**src/rtl/stws_pkg.sv**
```systemverilog
// ----------------------------------------------------------------------------
// stws_pkg
// Types, constants and the segment decoder shared by the stopwatch files.
// ----------------------------------------------------------------------------
package stws_pkg;

   localparam int unsigned DIGITS       = 5;   // digits shown, 1 to 5
   localparam int unsigned DIGIT_FIELDS = 5;   // digit fields in a result word
   localparam int unsigned PERIOD_W     = 17;
   localparam int unsigned COUNT_W      = 16;
   localparam int unsigned CSR_INDEX_W  = 2;

   // configuration register indexes
   localparam logic [CSR_INDEX_W-1:0] CSR_SECOND_PERIOD = 2'd0;
   localparam logic [CSR_INDEX_W-1:0] CSR_HOLD_PERIOD   = 2'd1;
   localparam logic [CSR_INDEX_W-1:0] CSR_FAST_PERIOD   = 2'd2;

   // timer limits after reset (period minus one)
   localparam logic [COUNT_W-1:0] SECOND_LIMIT_RESET = 16'(32000 - 1);
   localparam logic [COUNT_W-1:0] HOLD_LIMIT_RESET   = 16'(16000 - 1);
   localparam logic [COUNT_W-1:0] FAST_LIMIT_RESET   = 16'(17 - 1);

   typedef logic [3:0] bcd_digit_type;
   typedef bcd_digit_type [DIGIT_FIELDS-1:0] bcd_type;

   // 65535 in decimal, least significant digit at index 0
   localparam bcd_type BCD_MAX = {4'd6, 4'd5, 4'd5, 4'd3, 4'd5};
   localparam bcd_digit_type BCD_NINE = 4'd9;

   typedef enum logic [2:0] {
      MODE_RUNNING   = 3'd0,
      MODE_PAUSED    = 3'd1,
      MODE_HOLDING   = 3'd2,
      MODE_FAST_UP   = 3'd3,
      MODE_FAST_DOWN = 3'd4
   } mode_type;

   typedef struct packed {
      logic [DIGIT_FIELDS-1:0][7:0] digits;
      logic [COUNT_W-1:0]           count_value;
      logic                         led_on;
      logic                         colon_on;
      logic                         paused_symbol;
   } rsp_word_type;

   localparam logic [7:0] SEG_BLANK = 8'h00;

   function automatic logic [7:0] seg_pattern(input bcd_digit_type d);
      logic [7:0] p;
      case (d)
         4'd0:    p = 8'hFC;
         4'd1:    p = 8'h60;
         4'd2:    p = 8'hDB;
         4'd3:    p = 8'hF1;
         4'd4:    p = 8'h67;
         4'd5:    p = 8'hB7;
         4'd6:    p = 8'hBF;
         4'd7:    p = 8'hE0;
         4'd8:    p = 8'hFF;
         4'd9:    p = 8'hF7;
         default: p = SEG_BLANK;
      endcase
      return p;
   endfunction

   // period register to timer limit: zero acts as one, above 65536 as 65536
   function automatic logic [COUNT_W-1:0] period_limit(input logic [PERIOD_W-1:0] p);
      logic [COUNT_W-1:0] lim;
      if (p[PERIOD_W-1]) begin
         lim = '1;
      end else if (p[COUNT_W-1:0] == '0) begin
         lim = '0;
      end else begin
         lim = p[COUNT_W-1:0] - COUNT_W'(1);
      end
      return lim;
   endfunction

endpackage

```
**src/rtl/stws_if.sv**
```systemverilog
// ----------------------------------------------------------------------------
// stws_if
// Valid/ready channels of the stopwatch: button word in, display word out.
// ----------------------------------------------------------------------------
interface stws_req_if;
   logic valid;
   logic ready;
   logic button_one;
   logic button_two;

   modport source (output valid, output button_one, output button_two, input ready);
   modport sink (input valid, input button_one, input button_two, output ready);
endinterface

interface stws_rsp_if;
   logic       valid;
   logic       ready;
   logic [7:0] digit_units;
   logic [7:0] digit_tens;
   logic [7:0] digit_hundreds;
   logic [7:0] digit_thousands;
   logic [7:0] digit_ten_thousands;
   logic [15:0] count_value;
   logic       led_on;
   logic       colon_on;
   logic       paused_symbol;

   modport source (output valid, output digit_units, output digit_tens,
                   output digit_hundreds, output digit_thousands,
                   output digit_ten_thousands, output count_value,
                   output led_on, output colon_on, output paused_symbol,
                   input ready);
   modport sink (input valid, input digit_units, input digit_tens,
                 input digit_hundreds, input digit_thousands,
                 input digit_ten_thousands, input count_value,
                 input led_on, input colon_on, input paused_symbol,
                 output ready);
endinterface

```
**src/rtl/stws_obuf.sv**
```systemverilog
// ----------------------------------------------------------------------------
// stws_obuf
// Two-entry output buffer: result register plus skid register.
// ----------------------------------------------------------------------------
module stws_obuf (
   input  logic                  clock,
   input  logic                  reset,
   input  logic                  push_valid,
   input  stws_pkg::rsp_word_type push_word,
   output logic                  push_ready,
   stws_rsp_if.source            rsp_chan
);
   import stws_pkg::*;

   rsp_word_type main_ff, main_in;
   rsp_word_type skid_ff, skid_in;
   logic         main_valid_ff, main_valid_in;
   logic         skid_valid_ff, skid_valid_in;
   logic         pop;
   logic         push;

   assign push_ready = !skid_valid_ff;
   assign push       = push_valid && push_ready;
   assign pop        = main_valid_ff && rsp_chan.ready;

   always_comb begin
      main_in       = main_ff;
      skid_in       = skid_ff;
      main_valid_in = main_valid_ff;
      skid_valid_in = skid_valid_ff;
      if (pop) begin
         if (skid_valid_ff) begin
            main_in       = skid_ff;
            skid_valid_in = 1'b0;
         end else begin
            main_valid_in = 1'b0;
         end
      end
      // oldest word always sits in the main register
      if (push) begin
         if (!main_valid_in) begin
            main_in       = push_word;
            main_valid_in = 1'b1;
         end else begin
            skid_in       = push_word;
            skid_valid_in = 1'b1;
         end
      end
   end

   always_ff @(posedge clock) begin
      if (reset) begin
         main_valid_ff <= 1'b0;
         skid_valid_ff <= 1'b0;
      end else begin
         main_valid_ff <= main_valid_in;
         skid_valid_ff <= skid_valid_in;
      end
   end

   always_ff @(posedge clock) begin
      main_ff <= main_in;
      skid_ff <= skid_in;
   end

   assign rsp_chan.valid               = main_valid_ff;
   assign rsp_chan.digit_units         = main_ff.digits[0];
   assign rsp_chan.digit_tens          = main_ff.digits[1];
   assign rsp_chan.digit_hundreds      = main_ff.digits[2];
   assign rsp_chan.digit_thousands     = main_ff.digits[3];
   assign rsp_chan.digit_ten_thousands = main_ff.digits[4];
   assign rsp_chan.count_value         = main_ff.count_value;
   assign rsp_chan.led_on              = main_ff.led_on;
   assign rsp_chan.colon_on            = main_ff.colon_on;
   assign rsp_chan.paused_symbol       = main_ff.paused_symbol;

   a_skid_needs_main: assert property (@(posedge clock) disable iff (reset)
      skid_valid_ff |-> main_valid_ff)
      else $error("skid word held without a main word");

   a_push_fills: assert property (@(posedge clock) disable iff (reset)
      push |=> main_valid_ff)
      else $error("pushed word lost");

   a_main_held: assert property (@(posedge clock) disable iff (reset)
      main_valid_ff && !rsp_chan.ready |=> main_valid_ff && $stable(main_ff))
      else $error("stalled word changed");

endmodule

```
**src/rtl/stopwatch_seven_segment_controller_unit.sv**
```systemverilog
// ----------------------------------------------------------------------------
// stopwatch_seven_segment_controller_unit
// Stopwatch counter with pause, hold-to-clear, fast stepping and display.
// ----------------------------------------------------------------------------
// Each request word is one slow tick with the two button levels; each one
// gives exactly one response word with five segment patterns, the binary
// count and the LED, colon and pause symbols after that tick. A word is
// taken every clock cycle while the buffer has room: the mode, timer and count
// update is combinational, and a decimal copy of the count is stepped alongside
// the binary one, so the display needs no conversion. Responses pass through a
// two-entry buffer, so one response may wait while the next request is taken;
// with the response side stalled, the request side stops after two words.
// Period writes on the csr port take effect on the next tick; a period of
// zero acts as one and a period above 65536 as 65536. No clearing pass
// follows reset.
// ----------------------------------------------------------------------------
module stopwatch_seven_segment_controller_unit (
   input  logic                                clock,
   input  logic                                reset,
   input  logic                                csr_we,
   input  logic [stws_pkg::CSR_INDEX_W-1:0]    csr_index,
   input  logic [stws_pkg::PERIOD_W-1:0]       csr_wdata,
   stws_req_if.sink                            req_chan,
   stws_rsp_if.source                          rsp_chan
);
   import stws_pkg::*;

   logic [COUNT_W-1:0] second_lim_ff, hold_lim_ff, fast_lim_ff;

   mode_type           mode_ff, mode_in;
   logic [COUNT_W-1:0] div_ff, div_in;
   logic [COUNT_W-1:0] count_ff, count_in;
   bcd_type            bcd_ff, bcd_in;
   logic               parity_ff, parity_in;
   logic               led_ff, led_in;
   logic               colon_ff, colon_in;
   logic               pause_ff, pause_in;
   logic               last_b1_ff, last_b2_ff;

   logic               req_fire;
   logic               buf_ready;
   logic               b1, b2, e1, e2;
   mode_type           idle_mode;
   logic [COUNT_W-1:0] lim_sel;
   logic               fire;
   logic [COUNT_W-1:0] div_step;
   logic               do_inc, do_dec, do_clr;
   bcd_type            bcd_inc, bcd_dec;
   rsp_word_type       word;

   assign req_chan.ready = buf_ready;
   assign req_fire       = req_chan.valid && buf_ready;
   assign b1             = req_chan.button_one;
   assign b2             = req_chan.button_two;
   assign e1             = b1 && !last_b1_ff;
   assign e2             = b2 && !last_b2_ff;
   assign idle_mode      = (mode_ff == MODE_PAUSED) ? MODE_PAUSED : MODE_RUNNING;

   // period registers are kept as timer limits
   always_ff @(posedge clock) begin
      if (reset) begin
         second_lim_ff <= SECOND_LIMIT_RESET;
         hold_lim_ff   <= HOLD_LIMIT_RESET;
         fast_lim_ff   <= FAST_LIMIT_RESET;
      end else if (csr_we) begin
         case (csr_index)
            CSR_SECOND_PERIOD: second_lim_ff <= period_limit(csr_wdata);
            CSR_HOLD_PERIOD:   hold_lim_ff   <= period_limit(csr_wdata);
            CSR_FAST_PERIOD:   fast_lim_ff   <= period_limit(csr_wdata);
            default:           ;
         endcase
      end
   end

   // shared tick timer
   always_comb begin
      case (mode_ff)
         MODE_HOLDING:                 lim_sel = hold_lim_ff;
         MODE_FAST_UP, MODE_FAST_DOWN: lim_sel = fast_lim_ff;
         default:                      lim_sel = second_lim_ff;
      endcase
   end

   assign fire     = div_ff >= lim_sel;
   assign div_step = fire ? '0 : div_ff + COUNT_W'(1);

   // next mode
   always_comb begin
      mode_in = mode_ff;
      case (mode_ff)
         MODE_HOLDING: begin
            if (!b1) begin
               if (b2) begin
                  mode_in = MODE_FAST_UP;
               end else begin
                  mode_in = parity_ff ? MODE_PAUSED : MODE_RUNNING;
               end
            end
         end
         MODE_FAST_UP: begin
            if (!b2) begin
               mode_in = MODE_RUNNING;
            end else if (b1) begin
               mode_in = MODE_FAST_DOWN;
            end
         end
         MODE_FAST_DOWN: begin
            if (!b1) begin
               mode_in = b2 ? MODE_FAST_UP : MODE_RUNNING;
            end
         end
         default: begin
            if (b2 && (e1 || e2)) begin
               mode_in = MODE_FAST_UP;
            end else if (e1) begin
               mode_in = MODE_HOLDING;
            end else begin
               mode_in = idle_mode;
            end
         end
      endcase
   end

   // timer, count and symbol actions
   always_comb begin
      div_in    = div_ff;
      parity_in = parity_ff;
      pause_in  = pause_ff;
      led_in    = led_ff;
      colon_in  = colon_ff;
      do_inc    = 1'b0;
      do_dec    = 1'b0;
      do_clr    = 1'b0;
      case (mode_ff)
         MODE_HOLDING: begin
            if (b1) begin
               div_in = div_step;
               if (fire) begin
                  do_clr    = 1'b1;
                  parity_in = 1'b1;
                  pause_in  = 1'b1;
               end
            end else begin
               pause_in = parity_ff;
               div_in   = '0;
            end
         end
         MODE_FAST_UP: begin
            if (!b2 || b1) begin
               div_in = '0;
            end else begin
               div_in = div_step;
               do_inc = fire;
            end
         end
         MODE_FAST_DOWN: begin
            if (!b1) begin
               // back to fast up keeps the timer value instead of clearing it
               if (!b2) begin
                  div_in = '0;
               end
            end else begin
               div_in = div_step;
               do_dec = fire;
            end
         end
         default: begin
            if (b2 && (e1 || e2)) begin
               div_in = '0;
            end else if (e1) begin
               parity_in = !parity_ff;
               div_in    = '0;
            end else if (idle_mode == MODE_RUNNING) begin
               div_in = div_step;
               if (fire) begin
                  do_inc   = 1'b1;
                  led_in   = !led_ff;
                  colon_in = !colon_ff;
               end
            end
         end
      endcase
   end

   // decimal copy of the count, stepped with the binary count
   always_comb begin
      logic carry;
      logic borrow;
      carry  = 1'b1;
      borrow = 1'b1;
      for (int i = 0; i < DIGIT_FIELDS; i++) begin
         if (carry) begin
            bcd_inc[i] = (bcd_ff[i] == BCD_NINE) ? '0 : bcd_ff[i] + 4'd1;
         end else begin
            bcd_inc[i] = bcd_ff[i];
         end
         if (borrow) begin
            bcd_dec[i] = (bcd_ff[i] == '0) ? BCD_NINE : bcd_ff[i] - 4'd1;
         end else begin
            bcd_dec[i] = bcd_ff[i];
         end
         carry  = carry && (bcd_ff[i] == BCD_NINE);
         borrow = borrow && (bcd_ff[i] == '0);
      end
   end

   always_comb begin
      count_in = count_ff;
      bcd_in   = bcd_ff;
      if (do_clr) begin
         count_in = '0;
         bcd_in   = '0;
      end else if (do_inc) begin
         count_in = count_ff + COUNT_W'(1);
         bcd_in   = (count_ff == '1) ? bcd_type'('0) : bcd_inc;
      end else if (do_dec) begin
         count_in = count_ff - COUNT_W'(1);
         bcd_in   = (count_ff == '0) ? BCD_MAX : bcd_dec;
      end
   end

   always_ff @(posedge clock) begin
      if (reset) begin
         mode_ff    <= MODE_RUNNING;
         div_ff     <= '0;
         count_ff   <= '0;
         bcd_ff     <= '0;
         parity_ff  <= 1'b0;
         led_ff     <= 1'b0;
         colon_ff   <= 1'b0;
         pause_ff   <= 1'b0;
         last_b1_ff <= 1'b0;
         last_b2_ff <= 1'b0;
      end else if (req_fire) begin
         mode_ff    <= mode_in;
         div_ff     <= div_in;
         count_ff   <= count_in;
         bcd_ff     <= bcd_in;
         parity_ff  <= parity_in;
         led_ff     <= led_in;
         colon_ff   <= colon_in;
         pause_ff   <= pause_in;
         last_b1_ff <= b1;
         last_b2_ff <= b2;
      end
   end

   // response word from the updated state
   always_comb begin
      for (int i = 0; i < DIGIT_FIELDS; i++) begin
         word.digits[i] = (i < DIGITS) ? seg_pattern(bcd_in[i]) : SEG_BLANK;
      end
      word.count_value   = count_in;
      word.led_on        = led_in;
      word.colon_on      = colon_in;
      word.paused_symbol = pause_in;
   end

   stws_obuf u_obuf (
      .clock      (clock),
      .reset      (reset),
      .push_valid (req_chan.valid),
      .push_word  (word),
      .push_ready (buf_ready),
      .rsp_chan   (rsp_chan)
   );

   a_count_idle: assert property (@(posedge clock) disable iff (reset)
      !req_fire |=> $stable(count_ff) && $stable(bcd_ff))
      else $error("count moved without a request word");

   a_bcd_zero: assert property (@(posedge clock) disable iff (reset)
      (count_ff == '0) == (bcd_ff == '0))
      else $error("decimal count out of step with binary count");

   a_hold_clear: assert property (@(posedge clock) disable iff (reset)
      req_fire && mode_ff == MODE_HOLDING && b1 && fire
      |=> count_ff == '0 && parity_ff && pause_ff)
      else $error("hold did not clear and pause");

endmodule

```
**src/flat_wrapper.sv**
```systemverilog
// flat-port wrapper written by rule: the top's interface ports become plain ports
module stopwatch_seven_segment_controller_unit_flat import stws_pkg::*;
  (clock, reset, csr_we, csr_index, csr_wdata, req_chan_valid, req_chan_button_one, req_chan_button_two, req_chan_ready, rsp_chan_valid, rsp_chan_digit_units, rsp_chan_digit_tens, rsp_chan_digit_hundreds, rsp_chan_digit_thousands, rsp_chan_digit_ten_thousands, rsp_chan_count_value, rsp_chan_led_on, rsp_chan_colon_on, rsp_chan_paused_symbol, rsp_chan_ready);
  stws_req_if req_chan_i ();
  stws_rsp_if rsp_chan_i ();
  input  logic clock;
  input  logic reset;
  input  logic csr_we;
  input  logic [stws_pkg::CSR_INDEX_W-1:0] csr_index;
  input  logic [stws_pkg::PERIOD_W-1:0] csr_wdata;
  input wire logic [$bits(req_chan_i.valid)-1:0] req_chan_valid;
  input wire logic [$bits(req_chan_i.button_one)-1:0] req_chan_button_one;
  input wire logic [$bits(req_chan_i.button_two)-1:0] req_chan_button_two;
  output wire logic [$bits(req_chan_i.ready)-1:0] req_chan_ready;
  output wire logic [$bits(rsp_chan_i.valid)-1:0] rsp_chan_valid;
  output wire logic [$bits(rsp_chan_i.digit_units)-1:0] rsp_chan_digit_units;
  output wire logic [$bits(rsp_chan_i.digit_tens)-1:0] rsp_chan_digit_tens;
  output wire logic [$bits(rsp_chan_i.digit_hundreds)-1:0] rsp_chan_digit_hundreds;
  output wire logic [$bits(rsp_chan_i.digit_thousands)-1:0] rsp_chan_digit_thousands;
  output wire logic [$bits(rsp_chan_i.digit_ten_thousands)-1:0] rsp_chan_digit_ten_thousands;
  output wire logic [$bits(rsp_chan_i.count_value)-1:0] rsp_chan_count_value;
  output wire logic [$bits(rsp_chan_i.led_on)-1:0] rsp_chan_led_on;
  output wire logic [$bits(rsp_chan_i.colon_on)-1:0] rsp_chan_colon_on;
  output wire logic [$bits(rsp_chan_i.paused_symbol)-1:0] rsp_chan_paused_symbol;
  input wire logic [$bits(rsp_chan_i.ready)-1:0] rsp_chan_ready;
  assign req_chan_i.valid = req_chan_valid;
  assign req_chan_i.button_one = req_chan_button_one;
  assign req_chan_i.button_two = req_chan_button_two;
  assign req_chan_ready = req_chan_i.ready;
  assign rsp_chan_valid = rsp_chan_i.valid;
  assign rsp_chan_digit_units = rsp_chan_i.digit_units;
  assign rsp_chan_digit_tens = rsp_chan_i.digit_tens;
  assign rsp_chan_digit_hundreds = rsp_chan_i.digit_hundreds;
  assign rsp_chan_digit_thousands = rsp_chan_i.digit_thousands;
  assign rsp_chan_digit_ten_thousands = rsp_chan_i.digit_ten_thousands;
  assign rsp_chan_count_value = rsp_chan_i.count_value;
  assign rsp_chan_led_on = rsp_chan_i.led_on;
  assign rsp_chan_colon_on = rsp_chan_i.colon_on;
  assign rsp_chan_paused_symbol = rsp_chan_i.paused_symbol;
  assign rsp_chan_i.ready = rsp_chan_ready;
  stopwatch_seven_segment_controller_unit u_core (.clock(clock), .reset(reset), .csr_we(csr_we), .csr_index(csr_index), .csr_wdata(csr_wdata), .req_chan(req_chan_i), .rsp_chan(rsp_chan_i));
endmodule
```
**config.mk**
```make
export PLATFORM = sky130hd
export DESIGN_NAME = stopwatch_seven_segment_controller_unit_flat
export DESIGN_NICKNAME = d
export VERILOG_FILES = /design/src/rtl/stws_pkg.sv /design/src/rtl/stws_if.sv /design/src/rtl/stws_obuf.sv /design/src/rtl/stopwatch_seven_segment_controller_unit.sv /design/src/flat_wrapper.sv
export SDC_FILE = /design/constraint.sdc
export NUM_CORES = 1
export LEC_CHECK = 0
export ABC_CLOCK_PERIOD_IN_PS = 10200
export BUFFER_PORTS_ARGS = -buffer_cell sky130_fd_sc_hd__buf_2
export CORE_MARGIN = 4
export CORE_UTILIZATION = 54
export DETAILED_ROUTE_END_ITERATION = 7
export GPL_TIMING_DRIVEN = 0
export PLACE_DENSITY = 0.72
export SETUP_SLACK_MARGIN = 0.05
export SLEW_MARGIN = 5
export SYNTH_ARGS = -nofsm -noshare
export SYNTH_HDL_FRONTEND = slang
export SYNTH_HIERARCHICAL = 1
export SYNTH_SLANG_ARGS = --single-unit
```
**constraint.sdc**
```tcl
create_clock -name clock -period 10.2 [get_ports clock]
set_clock_uncertainty 0.05 [all_clocks]
set_input_delay 0.51 -clock clock [delete_from_list [all_inputs] [get_ports clock]]
set_output_delay 0.51 -clock clock [all_outputs]
set_load 0.05 [all_outputs]
```
==> reports/results.txt, run 1 <==
DR iter-0 viols = 1,321
Initial cell density of the core = 54.96%
Via count of the first global-routing pass = 12,070
Worst-path fanout max = 10
Total number of vias = 12,930
Hpwl dp = 29,190 um
Highest Clock Rate = 0.1439 GHz
Largest net degree at the start of global routing = 32
Worst-path cell chain = clkbuf_1 > nand2b_1 > clkbuf_1 > buf_1 > o22ai_1 > o21ai_0 > o21ai_0 > ha_1 > a21oi_1 > o21ai_0 > a211o_1 > o21ai_1 > clkbuf_1 > a21oi_1 > nor4_1 > inv_1 > ha_1 > nor2_1 > o21ai_0 > nor3_1 > a31oi_1
Die Span Y = 165.6 um
Initial antenna violation count = 0
First-pass GRT wire length = 63,910 um
CP startpoint = u_core/mode_ff[2]
Post-CTS Setup Bufs = 0
Most used cell, CP = o21ai_0
Seq/Total Area, Yosys = 38.61%
Setup violations, final = 0
Critical path class = flop to flop
Int Pwr = 0.001651 W
Power density cells = 155.5 nW/um2
Ys async rst share = 0%
Top cell type by total area after synthesis = dfxtp_1
Ys Warns = 6
TritonCTS clock tree = yes
Syn Nets = 1,745
Flop2flop setup slack = 3.25 ns
#FFs+latches synth = 229
Ys flop type = dfxtp_1
Post-placement cell count = 2,069
Leading post-synthesis cells by instance count = 235 x nand2_1, 170 x dfxtp_1, 162 x nor2_1
Switching share of power = 29.75%
# IOs = 87
Clk buf depth = 3
CP Buf/Inv Count = 5
Cells on worst reg2reg path = 21
# port buffers = 84
Post-CTS resize count = 0
# H-tree levels = 1
Combinational fraction of design power = 17.4%
Slew Viols, Final = 0
Rows = 57
Die ar. = 27,410 um2
Cts hold-fix bufs = 0
Post-synthesis instance total = 1,660
Final period demand of the worst path = 6.950 ns
Via-per-instance ratio = 6.106
Worst path required time = 10.56 ns
Syn avg cell area = 8.075 um2
Routability cong. = 0.9376
Post-synth EDFFs = 59
Setup TNS = 0 ns
Finished Layout Cells = 2,117
Worst IR Drop VDD = 0.1279 mV
NetSw = 0.0006991 W
Hold Path Class = primary input to flop
Tcrit/Tclk final = 68.14%
Arrival time at the worst endpoint = 7.31 ns
Crit-path leading delay family = compound AO/OA/AOI/OAI gates
Reg-to-reg endpoint = u_core/u_obuf/rsp_chan.digit_hundreds[4]
Drt drc = 0
Slew headroom = 30.39%
Yosys cell types = 79
Grt ovf = 0
Mapped cell area = 13,400 um2
Max stage delay on crit path = 0.84 ns
Total track usage = 28.93%
Mean routed wirelength per cell = 19.09 um
RR Startpoint = u_core/mode_ff[2]
Clock power share = 39.6%
Hold_sp = rsp_chan_ready
Sink Count = 229
Worst-Skew Late Latency = 0.53 ns
Outcome = complete, no violations
Worst Setup Start Kind = flop
Synth top area cells = dfxtp_1 25%, edfxtp_1 13%, nand2_1 6.6%
Slowest CP cell = o21ai_1
Share of post-route cells with drive strength above 1 = 9.816%
TritonRoute pass-1 iters = 6
Worst hold stages = 2
Hold violation total from the final report = 0
Root buffer cell = clkbuf_16
Post-synth top area share = 25.39%
Clock transition at path regs = 0.06 ns
Max Cap Violations = 0
Most frequent cell after synthesis = nand2_1
Worst-Margin Slew = 1.037 ns
Post-route core utilization = 61.97%
CP endpoint kind = flop
Unrepaired setup endpoints after global routing = no
Core area = 24,390 um2
Hold endpoint = u_core/u_obuf/skid_valid_ff
Synth-to-Final Area Change = 12.76%
DIE WIDTH = 165.6 um
TritonCTS buffer count = 26
P_leak = 5.772 nW
Register share of total power = 42.9%
Total power = 0.002350 W
Detail Route Antenna Nets = 0
Ant. Diodes = 0
Final #Nets = 1,858
Routed wire length = 40,420 um
==> area by class of cell <==
cell class	instances	area [um2]
plain buffers	132	550.5
clock buffers	40	794.5
clock inverters	8	68.82
fillers	2216	9276
inverters	44	165.2
multi-input cells	1255	7515
flip-flops and latches	229	5175
well taps	324	405.4
repair buffers	85	440.4
==> metal layers <==
layer | vias to the layer above | share of wire [%] | track usage [%] | wire, um
li1 | 6251 | - | - | -
met1 | 6089 | 42 | 37.24 | 16940
met2 | 502 | 48 | 50.59 | 19400
met3 | 85 | 6.9 | 3.524 | 2805
met4 | 0 | 3.2 | 9.374 | 1277
met5 | - | 0 | 0 | 0
==> kinds of logic (layout without fill, tap and decap cells) <==
family / after synthesis / after routing / synth area share, %
and+or+nand+nor: 683 / 683 / 24.37
AOI/OAI and AO/OA: 450 / 450 / 21.89
DFF: 229 / 229 / 38.61
buffers and inverters: 176 / 309 / 5.339
adders and majority gates: 59 / 59 / 5.507
xor gates and xnor gates: 49 / 49 / 3.202
muxes: 14 / 14 / 1.083
==> power groups by stage <==
stage / Clock (W) / Sequential (W) / Combinational (W)
4_1_cts: 0.000948 / 0.00101 / 0.000407
6_report: 0.000931 / 0.00101 / 0.000410
5_1_grt: 0.000991 / 0.00101 / 0.000444
2_1_floorplan: 0 / 0.00112 / 0.000193
3_5_place_dp: 0 / 0.00103 / 0.000405
3_3_place_gp: 0 / 0.00103 / 0.000398
==> worst reg2reg max path, cell delays in order, from the launching register on <==
cell      delay (ns)
dfxtp_1         0.41
clkbuf_1        0.34
nand2b_1        0.18
clkbuf_1        0.51
buf_1           0.47
o22ai_1         0.15
o21ai_0         0.16
o21ai_0         0.22
ha_1            0.38
a21oi_1         0.14
o21ai_0         0.16
a211o_1         0.40
o21ai_1         0.84
clkbuf_1        0.58
a21oi_1         0.10
nor4_1          0.63
inv_1           0.23
ha_1            0.37
nor2_1          0.12
o21ai_0         0.12
nor3_1          0.23
a31oi_1         0.06
==> registers in the layout, indices dropped and copies added, names as in the netlist, 3 cells and up <==
name / cells
u_core/count_ff: 16
u_core/u_obuf/rsp_chan.count_value: 16
u_core/u_obuf/skid_ff: 59
u_core/mode_ff: 3
u_core/hold_lim_ff: 16
u_core/u_obuf/rsp_chan.digit_ten_thousands: 8
u_core/u_obuf/rsp_chan.digit_tens: 8
u_core/second_lim_ff: 16
u_core/div_ff: 16
u_core/u_obuf/rsp_chan.digit_thousands: 8
u_core/u_obuf/rsp_chan.digit_hundreds: 8
u_core/u_obuf/rsp_chan.digit_units: 8
u_core/bcd_ff: 20
u_core/fast_lim_ff: 16
==> how the worst max path moves through the flow <==
stage | endpoint | slack, ns | cells past startpoint
floorplan | u_core/u_obuf/rsp_chan.digit_hundreds[4] | 5.38 | 21
global placement | u_core/u_obuf/rsp_chan.digit_hundreds[4] | 3.63 | 21
detailed placement | u_core/u_obuf/rsp_chan.digit_hundreds[4] | 3.51 | 21
CTS | u_core/u_obuf/rsp_chan.digit_hundreds[4] | 3.48 | 21
global route | u_core/u_obuf/rsp_chan.digit_hundreds[4] | 2.87 | 21
finish | u_core/u_obuf/rsp_chan.digit_hundreds[4] | 3.25 | 21
==> cell usage in the layout, fill, tap and decap left out, drive strengths merged, types with 16 or more instances in the layout <==
cell type    n
o21ai       92
a31oi       74
nor3        93
nor2       162
nand2b      22
inv         44
nand3       31
buf        116
edfxtp      59
a211o       29
a211oi      41
nand2      236
o22ai       22
a21oi       98
nor4        16
o211ai      21
or3         17
xnor2       23
ha          59
clkbuf     141
xor2        26
dfxtp      170
==> metrics by stage <==
step | cell area [um2] | hold WS, ns | setup WS (ns)
2_1_floorplan | 13400 | 0.3863 | 5.384
3_3_place_gp | 14230 | 0.3933 | 3.628
3_5_place_dp | 14250 | 0.4037 | 3.514
4_1_cts | 15110 | 0.1668 | 3.478
5_1_grt | 15110 | 0.1905 | 2.869
6_report | 15110 | 0.1861 | 3.250
No activity file was read; power rests on OpenSTA's default activity.
==> inputs of run 2 (changes only) <==
- ABC_CLOCK_PERIOD_IN_PS: 10200 -> 6600
- clock period: 10.2 -> 6.6 ns (I/O delays scaled with it)
==> reports/results.txt, run 2 (synthesis gave the netlist of run 1 again) <==
Rows = 57 (unchanged)
Final period demand of the worst path = 6.223 ns (-0.7275 ns)
Critical path class = flop to flop
Flop2flop setup slack = 0.38 ns (-2.87 ns)
Via count of the first global-routing pass = 12,080 (+0.12%)
Hpwl dp = 29,190 um (unchanged)
Total track usage = 28.97% (+0.047 points)
M1 wire length = 16,910 um (-0.18%)
Most frequent cells in the layout = 234 x nand2_1, 170 x dfxtp_1, 161 x nor2_1
Initial antenna violation count = 0 (unchanged)
DR iter-0 viols = 1,302 (-1.4%)
Detail Route Antenna Nets = 0 (unchanged)
Worst-Skew Late Latency = 0.53 ns (about the same)
Setup TNS = 0 ns (unchanged)
Top layer in use = met4
TritonCTS clock tree = yes
TritonRoute pass-1 iters = 6 (unchanged)
First-pass GRT wire length = 64,020 um (+0.16%)
Worst-path fanout max = 10 (unchanged)
P_leak = 5.799 nW (+0.47%)
# IOs = 87 (unchanged)
Die ar. = 27,410 um2 (unchanged)
Worst path required time = 7.01 ns (-3.55 ns)
Routed wire length = 40,550 um (+0.31%)
Setup violations, final = 0 (unchanged)
Worst IR Drop VDD = 0.1983 mV (+55%)
Hold Path Class = primary input to flop
Outcome = complete, no violations
Sink Count = 229 (unchanged)
DIE WIDTH = 165.6 um (unchanged)
Synth-to-Final Area Change = 13.24%
Share of post-route cells with drive strength above 1 = 10.54% (+0.72 points)
Power density cells = 239.5 nW/um2 (+54%)
Worst-Margin Slew = 0.8575 ns (-0.1798 ns)
Commonest non-fill, non-tap cell in the layout = nand2_1
Register Area = 5175 um2 (unchanged)
Initial cell density of the core = 54.96% (unchanged)
Total number of vias = 13,010 (+0.62%)
Met3 wire length = 2860 um (+2.0%)
Max Cap Violations = 0 (unchanged)
Final #Nets = 1,859 (+0.054%)
Worst Setup Start Kind = flop
Fill cell count = 2,219 (+0.14%)
Slew headroom = 42.78% (+12 points)
Ant. Diodes = 0 (unchanged)
# H-tree levels = 1 (unchanged)
Arrival time at the worst endpoint = 6.63 ns (-0.68 ns)
Max reg flops = 59 (unchanged)
Hold violation total from the final report = 0 (unchanged)
TritonCTS buffer count = 26 (unchanged)
Slew Viols, Final = 0 (unchanged)
Mean routed wirelength per cell = 19.14 um (+0.26%)
Core area = 24,390 um2 (unchanged)
Via-per-instance ratio = 6.141 (+0.57%)
Highest Clock Rate = 0.1607 GHz (+12%)
Die Span Y = 165.6 um (unchanged)
Unrepaired setup endpoints after global routing = no
Root buffer cell = clkbuf_16
# port buffers = 84 (unchanged)
CP endpoint kind = flop
Post-CTS Setup Bufs = 0 (unchanged)
Post-route core utilization = 62.23% (+0.26 points)
Largest register by flop count = u_core/u_obuf/skid_ff
Multi-input gate area = 7562 um2 (+0.63%)
Clk buf depth = 3 (unchanged)
Routability cong. = 0.9376 (unchanged)
Grt ovf = 0 (unchanged)
Drt drc = 0 (unchanged)
Clock transition at path regs = 0.06 ns (about the same)
Met2 routed wirelength = 19,440 um (+0.22%)
Tcrit/Tclk final = 94.28% (+26 points)
Largest net degree at the start of global routing = 32 (unchanged)
Biggest regs = u_core/u_obuf/skid_ff (59), u_core/bcd_ff (20)
==> run 2: area by class of cell <==
type | count | area share [%]
multi-input combinational | 1255 | 49.82
sequential | 229 | 34.09
clock buffer | 40 | 5.235
buffer | 132 | 3.668
timing repair buffer | 86 | 2.968
tap | 324 | 2.671
inverter | 44 | 1.088
clock inverter | 8 | 0.4534
==> run 2: worst paths after layout <==
kind	start	to	cells after the start
max reg2reg	u_core/mode_ff[2]	u_core/u_obuf/rsp_chan.digit_ten_thousands[7]	17
max	u_core/mode_ff[2]	u_core/u_obuf/rsp_chan.digit_ten_thousands[7]	17
min reg2reg	u_core/pause_ff	u_core/pause_ff	2
min	reset	u_core/u_obuf/rsp_chan.valid	2
==> run 2: timing repair <==
item,4_1_cts,5_1_grt
gates resized for setup,3,18
hold buffers,1,0
pin swaps,0,0
hold endpoints to repair,1,0
endpoints found under the setup margin,8,73
==> run 2: power breakdown <==
part | total (W) | internal [W] | switching (W) | leakage (nW)
registers | 0.00156 | 0.00151 | 0.0000463 | 1.91
clock network | 0.00144 | 0.000864 | 0.000576 | 0.432
logic | 0.000635 | 0.000174 | 0.000461 | 3.46
total | 0.00364 | 0.00255 | 0.00108 | 5.80
==> run 2: layer usage <==
| layer | GRT usage (%) | up-vias |
|---|---|---|
| met3 | 3.624 | 92 |
| met5 | 0 | - |
| met1 | 37.24 | 6099 |
| met2 | 50.63 | 570 |
| li1 | - | 6246 |
| met4 | 9.486 | 0 |
==> run 2: through the flow <==
| stage | cells | power, W | hold slack, ns | setup slack [ns] | cell area (um2) |
|---|---|---|---|---|---|
| after floorplan | 1660 | 0.002031 | 0.3491 | 1.784 | 13400 |
| after global placement | 2068 | 0.002202 | 0.3933 | 0.02810 | 14230 |
| after detailed placement | 2069 | 0.002215 | 0.4037 | -0.08562 | 14250 |
| after CTS | 2118 | 0.003654 | 0.03909 | 0.06764 | 15140 |
| after global routing | 2118 | 0.003790 | 0.04546 | 0.08506 | 15180 |
| final | 2118 | 0.003636 | 0.04794 | 0.3773 | 15180 |
==> run 2: worst max-delay path, stage by stage (launching register included) <==
cell	delay [ns]
dfxtp_1	0.41
clkbuf_1	0.35
nand2b_1	0.18
clkbuf_2	0.30
buf_1	0.45
o22ai_1	0.15
o21ai_0	0.19
o21ai_0	0.24
ha_1	0.38
a21oi_1	0.14
o21ai_0	0.19
a211oi_4	0.69
a22oi_1	0.43
o2111ai_1	0.81
o21ai_0	0.32
o22ai_1	0.52
nor3_1	0.15
a31oi_1	0.17
